`config.mk`:
```
export PLATFORM = sky130hd
export DESIGN_NAME = gia_div_lane
export DESIGN_NICKNAME = d
export VERILOG_FILES = /design/src/rtl/gaussian_integer_alu_defines.svh /design/src/rtl/gia_pkg.sv /design/src/rtl/gia_div_lane.sv
export SDC_FILE = /design/constraint.sdc
export NUM_CORES = 2
export LEC_CHECK = 0
export ABC_CLOCK_PERIOD_IN_PS = 13300
export BUFFER_PORTS_ARGS = -buffer_cell sky130_fd_sc_hd__buf_2
export CAP_MARGIN = 0
export CORE_ASPECT_RATIO = 1.25
export CORE_MARGIN = 3
export CORE_UTILIZATION = 45
export CTS_BUF_LIST = sky130_fd_sc_hd__clkbuf_4
export CTS_CLUSTER_DIAMETER = 60
export DETAILED_ROUTE_END_ITERATION = 10
export GPL_TIMING_DRIVEN = 1
export HOLD_SLACK_MARGIN = 0.06
export PLACE_DENSITY = 0.59
export SLEW_MARGIN = 0
export SYNTH_ARGS = -nofsm -noshare
export SYNTH_HDL_FRONTEND = slang
export SYNTH_SLANG_ARGS = --single-unit
```
`constraint.sdc`:
```
create_clock -name clk -period 13.3 [get_ports clk]
set_clock_uncertainty 0.2 [all_clocks]
set_input_delay 2.66 -clock clk [delete_from_list [all_inputs] [get_ports clk]]
set_output_delay 2.66 -clock clk [all_outputs]
set_load 0.01 [all_outputs]
```
`src/rtl/gaussian_integer_alu_defines.svh`:
```
// Assertion macros for the Gaussian integer ALU, used by its top-level file.
`ifndef GAUSSIAN_INTEGER_ALU_DEFINES_SVH
`define GAUSSIAN_INTEGER_ALU_DEFINES_SVH

// Same-cycle implication, sampled on clk and idle while rst_n is low.
`define GIA_ASSERT_IMPLY(name, ante, cons) \
    name: assert property (@(posedge clk) disable iff (!rst_n) (ante) |-> (cons)) \
        else $error("gaussian_integer_alu: check failed");

// Next-cycle implication, sampled on clk and idle while rst_n is low.
`define GIA_ASSERT_NEXT(name, ante, cons) \
    name: assert property (@(posedge clk) disable iff (!rst_n) (ante) |=> (cons)) \
        else $error("gaussian_integer_alu: check failed");

`endif

```
`src/rtl/gia_pkg.sv`:
```
// Package with widths, operation codes, the context type and helpers of the Gaussian integer ALU.
`timescale 1ns / 1ps
package gia_pkg;

    localparam int PART_WIDTH = 16;
    localparam int KIND_WIDTH = 4;
    localparam int RES_WIDTH  = 33;
    localparam int PROD_WIDTH = 2 * PART_WIDTH;
    localparam int SUM_WIDTH  = 2 * PART_WIDTH + 1;
    localparam int MAG_WIDTH  = 2 * PART_WIDTH;
    localparam int QUO_WIDTH  = PART_WIDTH;
    localparam int QS_WIDTH   = PART_WIDTH + 2;
    localparam int DIV_WIDTH  = MAG_WIDTH + QUO_WIDTH;
    localparam int QP_WIDTH   = QS_WIDTH + PART_WIDTH;
    localparam int WIDE_WIDTH = 2 * PART_WIDTH + RES_WIDTH + 4;
    localparam int LANE_DEPTH = QUO_WIDTH + 1;
    localparam int PIPE_DEPTH = LANE_DEPTH + 4;

    localparam logic [KIND_WIDTH-1:0] KIND_ADD  = 4'd0;
    localparam logic [KIND_WIDTH-1:0] KIND_SUB  = 4'd1;
    localparam logic [KIND_WIDTH-1:0] KIND_MUL  = 4'd2;
    localparam logic [KIND_WIDTH-1:0] KIND_DIV  = 4'd3;
    localparam logic [KIND_WIDTH-1:0] KIND_REM  = 4'd4;
    localparam logic [KIND_WIDTH-1:0] KIND_DVB  = 4'd5;
    localparam logic [KIND_WIDTH-1:0] KIND_EQ   = 4'd6;
    localparam logic [KIND_WIDTH-1:0] KIND_NEG  = 4'd7;
    localparam logic [KIND_WIDTH-1:0] KIND_CONJ = 4'd8;
    localparam logic [KIND_WIDTH-1:0] KIND_NORM = 4'd9;

    typedef logic signed [WIDE_WIDTH-1:0] wide_t;

    typedef struct packed {
        logic [KIND_WIDTH-1:0]        kind;
        logic signed [PART_WIDTH-1:0] a_re;
        logic signed [PART_WIDTH-1:0] a_im;
        logic signed [PART_WIDTH-1:0] b_re;
        logic signed [PART_WIDTH-1:0] b_im;
        logic signed [RES_WIDTH-1:0]  res_re;
        logic signed [RES_WIDTH-1:0]  res_im;
        logic                         flag;
        logic                         fault;
    } ctx_t;

    function automatic logic signed [RES_WIDTH-1:0] to_res(input wide_t v);
        return v[RES_WIDTH-1:0];
    endfunction

    function automatic logic is_div_kind(input logic [KIND_WIDTH-1:0] k);
        return (k == KIND_DIV) || (k == KIND_REM) || (k == KIND_DVB);
    endfunction

endpackage

```
`src/rtl/gia_div_lane.sv`:
```
// Pipelined restoring divider, one quotient bit per stage, with round-half-away and sign.
`timescale 1ns / 1ps
module gia_div_lane
    import gia_pkg::*;
(
    input  logic                       clk,
    input  logic                       en,
    input  logic [MAG_WIDTH-1:0]       mag,
    input  logic                       neg,
    input  logic [MAG_WIDTH-1:0]       den,
    output logic signed [QS_WIDTH-1:0] quo
);

    logic [MAG_WIDTH-1:0]       rem_reg [QUO_WIDTH];
    logic [MAG_WIDTH-1:0]       den_reg [QUO_WIDTH];
    logic [QUO_WIDTH-1:0]       quo_reg [QUO_WIDTH];
    logic                       neg_reg [QUO_WIDTH];
    logic                       up;
    logic [QUO_WIDTH:0]         qmag;
    logic signed [QS_WIDTH-1:0] quo_out_reg;

    for (genvar k = 0; k < QUO_WIDTH; k++)
    begin : g_stage
        logic [MAG_WIDTH-1:0] rem_in;
        logic [MAG_WIDTH-1:0] den_in;
        logic [QUO_WIDTH-1:0] quo_in;
        logic                 neg_in;
        logic [DIV_WIDTH-1:0] shifted;
        logic                 take;

        if (k == 0)
        begin : g_first
            assign rem_in = mag;
            assign den_in = den;
            assign quo_in = '0;
            assign neg_in = neg;
        end
        else
        begin : g_next
            assign rem_in = rem_reg[k-1];
            assign den_in = den_reg[k-1];
            assign quo_in = quo_reg[k-1];
            assign neg_in = neg_reg[k-1];
        end

        assign shifted = DIV_WIDTH'(den_in) << (QUO_WIDTH - 1 - k);
        assign take    = DIV_WIDTH'(rem_in) >= shifted;

        always_ff @(posedge clk)
        begin
            if (en)
            begin
                rem_reg[k] <= take ? (rem_in - shifted[MAG_WIDTH-1:0]) : rem_in;
                quo_reg[k] <= quo_in | (QUO_WIDTH'(take) << (QUO_WIDTH - 1 - k));
                den_reg[k] <= den_in;
                neg_reg[k] <= neg_in;
            end
        end
    end

    assign up   = {rem_reg[QUO_WIDTH-1], 1'b0} >= {1'b0, den_reg[QUO_WIDTH-1]};
    assign qmag = {1'b0, quo_reg[QUO_WIDTH-1]} + (QUO_WIDTH + 1)'(up);

    always_ff @(posedge clk)
    begin
        if (en)
        begin
            quo_out_reg <= neg_reg[QUO_WIDTH-1] ? -QS_WIDTH'(qmag) : QS_WIDTH'(qmag);
        end
    end

    assign quo = quo_out_reg;

endmodule

```
==> flow_summary.yaml <==
die:
  die_x_um: 339
  rows: 152
  dieArea_sq_mm: 0.143
  start_util: 0.454
  ios: 85
  die_y_um: 423
  coreArea_sq_mm: 0.138
timing:
  slew_headroom: 0.219
  finalMaxSlewViolations: 0
  period_minus_slack_ps: 5580
  setup_tns_ps: 0
  timing.final.ws_setup_ps: 7720
  worst_slew_pin_slew_ps: 1170
  hold_viol_final: 0
  fin_crit_sh: 0.420
  fmax_ghz: 0.179
  setup_viol: 0
  rsz0062_at_grt: "no"
finish:
  final_common_cell: "edfxtp_1"
  finalNetCount: 5950
  fin_area_sq_mm: 0.0689
  area_growth_pct: 10.3
  drive_above_1_share: 0.149
  final_cell_mix: "edfxtp_1 (1194), inv_1 (545), clkbuf_4 (435)"
synthesis:
  ys_ff_latch: 1194
  synth_top_flop_cell: "edfxtp_1"
  syn_nets: 5593
  netlist_instances: 5084
  synth.yosys.seq_area_share: 0.574
  ys_types: 86
  synthArstFlopShare: 0
  ys_warn_count: 0
  synth_edf_count: 1194
  synth_area_per_cell_sq_um: 12.3
  netlist_area_sq_mm: 0.0625
placement:
  port_buffers: 84
  dp_hpwl_um: 99800
  place_ws_ps: 7220
  placed_area_sq_mm: 0.0652
  globalplace.congestion: 0.893
clock_tree:
  cts_buffers: 324
  cts_sinks: 1194
  clockBufferDepth: 4
  htree_num_levels: 5
  insertion_delay_ps: 1200
  cts_tree: "yes"
  post_cts_buffers: 0
  post_cts_resized: 0
  cts_root_buf: "clkbuf_4"
  clk_transition_reported_paths_ps: 70
  cts.hold.buffers_added: 0
route:
  vias: 39564
  wl_per_cell_um: 17.7
  dr.pass1.iters: 5
  routed_wirelength_um: 132000
  drcViolationCount: 0
  drtIter0Drc: 1667
  drtAntennaViolNets: 0
  via_per_inst: 5.29
global_routing:
  grt_pass1_vias: 41731
  grt_antenna_before_repair: 3
  globalRouteOverflowTotal: 0
  grt_max_degree: 198
  grt_pass1_wl_um: 208000
  grt_use_total: 0.184
critical_path:
  cp-start-kind: "flop"
  slowest_stage: "or4_1"
  crit_fanout: 10
  path_cells: "ha_1 > nor2b_1 > nand4_1 > a31oi_1 > o31ai_1 > o211ai_1 > a221oi_1 > o31ai_1 > a211o_1 > ha_1 > ha_1 > nand2_1 > nor2_1 > nor3_1 > a31oi_1 > or3_1 > or4_1 > o21ai_1 > o21ai_0 > a41oi_1"
  cp.required_ps: 14130
  crit_path_max_incr_delay_ps: 470
  end_kind: "flop"
  critical_path_class: "flop to flop"
  path_common_cell: "ha_1"
  cp.arrival_ps: 6420
worst_hold_path:
  hp-class: "flop to flop"
pwr:
  ir_drop_v: 0.0000920
  leakage_nw: 28.2
  power.density_mw_per_mm2: 131
run:
  cap_violations: 0
outcome:
  status: "finished clean"
## power by group
part / internal, W / total (W) / switching, W
logic: 0.000610 / 0.00146 / 0.000845
registers: 0.00444 / 0.00457 / 0.000129
clock network: 0.00158 / 0.00301 / 0.00144
## final timing paths
path         slack (ps)        endpoint      startpoint  cells past startpoint
max                7720         quo[16]  rem_reg[7][34]                     20
min                 190  quo_reg[5][24]   quo_reg[5][8]                      0
max reg2reg        7720         quo[16]  rem_reg[7][34]                     20
min reg2reg         190  quo_reg[5][24]   quo_reg[5][8]                      0
## metrics by stage
stage	total power (W)	std cells	hold WS, ps	utilization
5_1_grt	0.00958	7484	196	0.501
3_3_place_gp	0.00609	6963	200	0.474
4_1_cts	0.00920	7478	188	0.501
2_1_floorplan	0.00566	5084	200	-
3_5_place_dp	0.00612	6963	205	0.474
6_report	0.00904	7484	194	0.501
## critical path, delay by kind of cell, from the launching register on
family	cells	cell delay (ps)
AOI/OAI and AO/OA	10	2400
adders and majority gates	3	860
and+or+nand+nor	7	1610
DFF	1	370
## synthesized netlist by cell type, drive strengths merged, types with 71 or more instances
library cell	number	area share
edfxtp	1194	0.57
inv	545	0.033
ha	426	0.085
a21oi	323	0.026
nand2	313	0.019
o21ai	310	0.025
mux2	223	0.042
xnor2	219	0.031
nor2	216	0.013
a21o	186	0.022
xor2	130	0.018
nor2b	74	0.0074
nor3	71	0.0057
## cells by family after synthesis
family          after synthesis  share of synthesized area
simple gates               1062                     0.0844
flops                      1194                      0.574
fa+ha+maj                   442                     0.0905
mux                         251                     0.0461
buf+inv                     627                     0.0389
compound gates             1159                      0.117
xor+xnor                    349                     0.0489
## routing by layer
| metal | up-vias | GRT usage | share of wire |
|---|---|---|---|
| met5 | - | 0 | 0 |
| met4 | 0 | 0.146 | 0.080 |
| met3 | 425 | 0.0335 | 0.033 |
| met2 | 814 | 0.377 | 0.58 |
| met1 | 18672 | 0.147 | 0.31 |
| li1 | 19653 | - | - |
## final cells by class
type | count | area (sq um)
Multi-Input combinational cell | 3263 | 24200
Inverter | 545 | 2050
Sequential cell | 1194 | 35900
Antenna cell | 6 | 15.0
Clock inverter | 80 | 425
Timing Repair Buffer | 113 | 711
Tap cell | 1848 | 2310
Clock buffer | 435 | 3270
Fill cell | 12284 | 68600
No activity file was read; power rests on OpenSTA's default activity.
