[src/rtl/gaussian_integer_alu_defines.svh]
// Assertion macros for the Gaussian integer ALU, used by its top-level file.
`ifndef GAUSSIAN_INTEGER_ALU_DEFINES_SVH
`define GAUSSIAN_INTEGER_ALU_DEFINES_SVH

// Same-cycle implication, sampled on clk and idle while rst_n is low.
`define GIA_ASSERT_IMPLY(name, ante, cons) \
    name: assert property (@(posedge clk) disable iff (!rst_n) (ante) |-> (cons)) \
        else $error("gaussian_integer_alu: check failed");

// Next-cycle implication, sampled on clk and idle while rst_n is low.
`define GIA_ASSERT_NEXT(name, ante, cons) \
    name: assert property (@(posedge clk) disable iff (!rst_n) (ante) |=> (cons)) \
        else $error("gaussian_integer_alu: check failed");

`endif

[src/rtl/gia_pkg.sv]
// Package with widths, operation codes, the context type and helpers of the Gaussian integer ALU.
`timescale 1ns / 1ps
package gia_pkg;

    localparam int PART_WIDTH = 16;
    localparam int KIND_WIDTH = 4;
    localparam int RES_WIDTH  = 33;
    localparam int PROD_WIDTH = 2 * PART_WIDTH;
    localparam int SUM_WIDTH  = 2 * PART_WIDTH + 1;
    localparam int MAG_WIDTH  = 2 * PART_WIDTH;
    localparam int QUO_WIDTH  = PART_WIDTH;
    localparam int QS_WIDTH   = PART_WIDTH + 2;
    localparam int DIV_WIDTH  = MAG_WIDTH + QUO_WIDTH;
    localparam int QP_WIDTH   = QS_WIDTH + PART_WIDTH;
    localparam int WIDE_WIDTH = 2 * PART_WIDTH + RES_WIDTH + 4;
    localparam int LANE_DEPTH = QUO_WIDTH + 1;
    localparam int PIPE_DEPTH = LANE_DEPTH + 4;

    localparam logic [KIND_WIDTH-1:0] KIND_ADD  = 4'd0;
    localparam logic [KIND_WIDTH-1:0] KIND_SUB  = 4'd1;
    localparam logic [KIND_WIDTH-1:0] KIND_MUL  = 4'd2;
    localparam logic [KIND_WIDTH-1:0] KIND_DIV  = 4'd3;
    localparam logic [KIND_WIDTH-1:0] KIND_REM  = 4'd4;
    localparam logic [KIND_WIDTH-1:0] KIND_DVB  = 4'd5;
    localparam logic [KIND_WIDTH-1:0] KIND_EQ   = 4'd6;
    localparam logic [KIND_WIDTH-1:0] KIND_NEG  = 4'd7;
    localparam logic [KIND_WIDTH-1:0] KIND_CONJ = 4'd8;
    localparam logic [KIND_WIDTH-1:0] KIND_NORM = 4'd9;

    typedef logic signed [WIDE_WIDTH-1:0] wide_t;

    typedef struct packed {
        logic [KIND_WIDTH-1:0]        kind;
        logic signed [PART_WIDTH-1:0] a_re;
        logic signed [PART_WIDTH-1:0] a_im;
        logic signed [PART_WIDTH-1:0] b_re;
        logic signed [PART_WIDTH-1:0] b_im;
        logic signed [RES_WIDTH-1:0]  res_re;
        logic signed [RES_WIDTH-1:0]  res_im;
        logic                         flag;
        logic                         fault;
    } ctx_t;

    function automatic logic signed [RES_WIDTH-1:0] to_res(input wide_t v);
        return v[RES_WIDTH-1:0];
    endfunction

    function automatic logic is_div_kind(input logic [KIND_WIDTH-1:0] k);
        return (k == KIND_DIV) || (k == KIND_REM) || (k == KIND_DVB);
    endfunction

endpackage

[src/rtl/gia_back.sv]
// Back stages: quotient times divisor, remainder, divisibility test and the output register.
`timescale 1ns / 1ps
module gia_back
    import gia_pkg::*;
(
    input  logic                        clk,
    input  logic                        en,
    input  ctx_t                        ctx,
    input  logic signed [QS_WIDTH-1:0]  qr,
    input  logic signed [QS_WIDTH-1:0]  qi,
    output logic signed [RES_WIDTH-1:0] res_real,
    output logic signed [RES_WIDTH-1:0] res_imag,
    output logic                        flag,
    output logic                        fault
);

    ctx_t                        ctx_reg;
    logic signed [QS_WIDTH-1:0]  qr_reg;
    logic signed [QS_WIDTH-1:0]  qi_reg;
    logic signed [QP_WIDTH-1:0]  m1_reg;
    logic signed [QP_WIDTH-1:0]  m2_reg;
    logic signed [QP_WIDTH-1:0]  m3_reg;
    logic signed [QP_WIDTH-1:0]  m4_reg;
    wide_t                       mr;
    wide_t                       mi;
    logic signed [RES_WIDTH-1:0] res_re_next;
    logic signed [RES_WIDTH-1:0] res_im_next;
    logic                        flag_next;
    logic signed [RES_WIDTH-1:0] res_re_reg;
    logic signed [RES_WIDTH-1:0] res_im_reg;
    logic                        flag_reg;
    logic                        fault_reg;

    always_ff @(posedge clk)
    begin
        if (en)
        begin
            ctx_reg <= ctx;
            qr_reg  <= qr;
            qi_reg  <= qi;
            m1_reg  <= qr * ctx.b_re;
            m2_reg  <= qi * ctx.b_im;
            m3_reg  <= qr * ctx.b_im;
            m4_reg  <= qi * ctx.b_re;
        end
    end

    assign mr = WIDE_WIDTH'(ctx_reg.a_re) - (WIDE_WIDTH'(m1_reg) - WIDE_WIDTH'(m2_reg));
    assign mi = WIDE_WIDTH'(ctx_reg.a_im) - (WIDE_WIDTH'(m3_reg) + WIDE_WIDTH'(m4_reg));

    always_comb
    begin
        res_re_next = ctx_reg.res_re;
        res_im_next = ctx_reg.res_im;
        flag_next   = ctx_reg.flag;
        if (!ctx_reg.fault)
        begin
            case (ctx_reg.kind)
                KIND_DIV:
                begin
                    res_re_next = to_res(WIDE_WIDTH'(qr_reg));
                    res_im_next = to_res(WIDE_WIDTH'(qi_reg));
                end
                KIND_REM:
                begin
                    res_re_next = to_res(mr);
                    res_im_next = to_res(mi);
                end
                KIND_DVB:
                begin
                    flag_next = (mr == '0) && (mi == '0);
                end
                default:
                begin
                    flag_next = ctx_reg.flag;
                end
            endcase
        end
    end

    always_ff @(posedge clk)
    begin
        if (en)
        begin
            res_re_reg <= res_re_next;
            res_im_reg <= res_im_next;
            flag_reg   <= flag_next;
            fault_reg  <= ctx_reg.fault;
        end
    end

    assign res_real = res_re_reg;
    assign res_imag = res_im_reg;
    assign flag     = flag_reg;
    assign fault    = fault_reg;

endmodule

[config.mk]
export PLATFORM = sky130hd
export DESIGN_NAME = gia_back
export DESIGN_NICKNAME = d
export VERILOG_FILES = /design/src/rtl/gaussian_integer_alu_defines.svh /design/src/rtl/gia_pkg.sv /design/src/rtl/gia_back.sv
export SDC_FILE = /design/constraint.sdc
export NUM_CORES = 2
export LEC_CHECK = 0
export BUFFER_PORTS_ARGS = -buffer_cell sky130_fd_sc_hd__clkbuf_2
export CAP_MARGIN = 20
export CELL_PAD_IN_SITES_DETAIL_PLACEMENT = 1
export CELL_PAD_IN_SITES_GLOBAL_PLACEMENT = 2
export CORE_UTILIZATION = 39
export CTS_BUF_LIST = sky130_fd_sc_hd__clkbuf_4 sky130_fd_sc_hd__clkbuf_8
export DETAILED_ROUTE_END_ITERATION = 7
export GPL_TIMING_DRIVEN = 0
export PLACE_DENSITY_LB_ADDON = 0.1
export SLEW_MARGIN = 5
export SYNTH_ARGS = -nofsm -noshare
export SYNTH_HDL_FRONTEND = slang
export SYNTH_SLANG_ARGS = --single-unit
[constraint.sdc]
create_clock -name clk -period 6.8 [get_ports clk]
set_input_delay 0.68 -clock clk [delete_from_list [all_inputs] [get_ports clk]]
set_output_delay 0.68 -clock clk [all_outputs]
set_load 0.03 [all_outputs]
==> results.toml <==
[yosys]
async_flop_share_pct = 0
synth_edf_count = 344
ys.flop_type = "edfxtp_1"
avgSynthCellArea_sq_um = 9.79
ys_seq_area_share_pct = 17.1
ys_types = 81
yosysTopAreaCellShare_pct = 40.8
synth.most_common_cell = "inv_1"
synth_nets = 7982
synth_largest_area_cell = "fa_1"
synth-seq-cells = 344
synthCells = 6163
yosysWarnings = 0
syn_area_sq_um = 60300
yosys-top-cells-area = "fa_1 41%, edfxtp_1 17%, inv_1 9.1%"
netlist_top_cells_count = "1470 x inv_1, 1228 x fa_1, 659 x nand2_1"

[die]
die_w_um = 395
initial_utilization_pct = 39.5
dieHeight_um = 395
core_sq_um = 153000
placementRows = 143
ioPinCount = 242
die-area_sq_um = 156000

[timing]
min_period_over_period_pct = 100
relSlewSlack_pct = 24.5
rsz0062_at_grt = "yes"
final_max_slew_viol_count = 0
min_period_ns = 6.80
tightest_slew_ns = 1.10
finClkSkew_ns = 0.0947
hold_viol = 0
setup_violations = 0
max_freq_mhz = 147

[grt]
gr-usage-all-layers_pct = 30.5
grt_pass1_vias = 48800
grt_overflow = 0
grt_max_degree = 110
grt_pass1_wl_mm = 341
antenna_found_initial = 31

[critical_path]
cp-start-kind = "primary input"
cp-end-kind = "flop"
crit_top_cell = "fa_1"
crit_type = "primary input to flop"
cp_max_fo = 10
cp_slowest_stage_delay_ns = 0.52
crit_family = "adder cells"
required_ns = 7.27
cp.arrival_ns = 7.27
crit_chain = "clkbuf_2 > buf_2 > nand2_1 > fa_1 > fa_1 > fa_1 > inv_1 > fa_1 > fa_1 > inv_1 > fa_1 > inv_1 > ha_1 > a21oi_1 > o21bai_1 > a221o_1 > a31oi_2 > a21o_2 > a211oi_2 > a221o_1 > a221o_1 > a21oi_2 > xnor2_2"
path_buf_inv = 5
cpMaxStageDelayCell = "fa_1"

[drt]
drc = 0
vias = 44500
drt_iter0_drc = 3078
ant_nets = 0
post_drt_wl_per_cell_um = 27.0
wirelength_mm = 233
first_pass_iters = 5
avgViaCountPerCell = 5.16

[finish]
final_area_sq_um = 68300
area_delta_synth_final_pct = 13.3
drive_gt1_share_pct = 11.2
fin_util_pct = 44.7
final_nets = 8344
largest_register_ffs = 104

[place]
dp_hpwl_mm = 196
portBuffers = 223
gp_congestion = 0.915
place_area_sq_um = 64600

[clock_tree]
htreeDepth = 3
clockRootBuffer = "clkbuf_8"
cts_tree = "built"
clk_pin_slew_ns = 0.06
worstSkewPairLatency_ns = 0.81
cts.sinks = 344
clockBufferDepth = 3
cts_made_buffers = 68

[status]
status = "complete, no violations"

[worst_hold_path]
hp-class = "primary input to flop"

[run]
max_cap_viol_count = 0
[worst reg2reg max path: stages (launching register included)]
cell	delay, ns
edfxtp_1	0.47
fa_1	0.54
inv_1	0.08
ha_1	0.16
nor2_1	0.07
fa_1	0.46
xnor2_1	0.38
or4_1	0.59
a2111oi_0	0.96
nand4b_1	0.16
nor4_1	0.22
nand3b_1	0.25
nor4bb_1	0.41
and4_1	0.28
nand4b_1	0.11
o21ai_1	0.17
[placed cells by master, fill, tap and decap left out, types with 30 or more instances in the layout]
cell / instances
clkbuf_1: 60
a21oi_1: 165
buf_4: 72
and2_1: 550
nand2b_1: 33
xor2_1: 52
edfxtp_1: 344
clkbuf_4: 72
fa_1: 1215
nor2_1: 182
buf_8: 39
o21ai_0: 125
ha_1: 407
nand2_1: 659
a21o_1: 64
xnor2_1: 142
clkbuf_2: 226
nand3_1: 43
inv_1: 1464
nor3_1: 37
clkbuf_8: 111
o21bai_1: 31
a22oi_1: 30
[stage by stage]
step / std cells / hold slack [ns] / TNS [ns] / worst slack [ns]
after floorplan: 6163 / 0.496 / -0.0216 / -0.0216
after global placement: 8416 / 0.508 / -645.33 / -3.73
after detailed placement: 8449 / 0.512 / -108.56 / -2.86
after CTS: 8581 / 0.0327 / 0 / 0.000255
after global routing: 8604 / 0.0598 / -0.388 / -0.142
final: 8619 / 0.105 / 0 / 0.00112
[area by class of cell]
cell class                      instances  area, sq um
Timing Repair Buffer                  292         2030
Buffer                                270         2340
Clock buffer                           89         1090
Antenna cell                           17         42.5
Fill cell                           17200        84500
Inverter                             1470         5520
Multi-Input combinational cell       4079        44200
Sequential cell                       344        10300
Tap cell                             2030         2540
Clock inverter                         28          267
[metal layers]
layer,track usage [%],share of wire [%],vias up
met5,0,0.019,-
met4,11.3,4.7,6
met3,3.86,6.6,282
met2,48.8,45,1405
met1,42.5,43,23400
li1,-,-,19400
[kinds of logic (layout without fill, tap and decap cells)]
| group | after synthesis | after routing | share of synthesized area [%] |
|---|---|---|---|
| fa+ha+maj | 1645 | 1645 | 49.4 |
| simple gates | 1631 | 1631 | 13.3 |
| xor+xnor | 210 | 210 | 3.05 |
| compound gates | 588 | 588 | 6.17 |
| buf+inv | 1740 | 2149 | 10.8 |
| flops | 344 | 344 | 17.1 |
| mux | 5 | 5 | 0.0850 |
| other cells | 0 | 17 | 0 |
[path summary, 6_finish.rpt]
check | from | endpoint | slack [ns] | depth (start not counted)
hold / removal | ctx[15] | ctx_reg[15] | 0.11 | 1
setup / recovery | qr[15] | m1_reg[33] | 0.001 | 23
hold reg to reg | ctx_reg[32] | res_imag[30] | 0.53 | 2
setup reg to reg | ctx_reg[100] | flag | 1.33 | 15
[repair_timing]
action,CTS,global route
pin swaps,19,44
cloned,0,1
buffers inserted,15,19
setup endpoints to repair,54,30
gates resized for setup,492,255
hold buffers,0,0
Power is left out: the tool's default activity adds up to more than one toggle a clock period on the data nets, which glitch-free logic cannot reach.
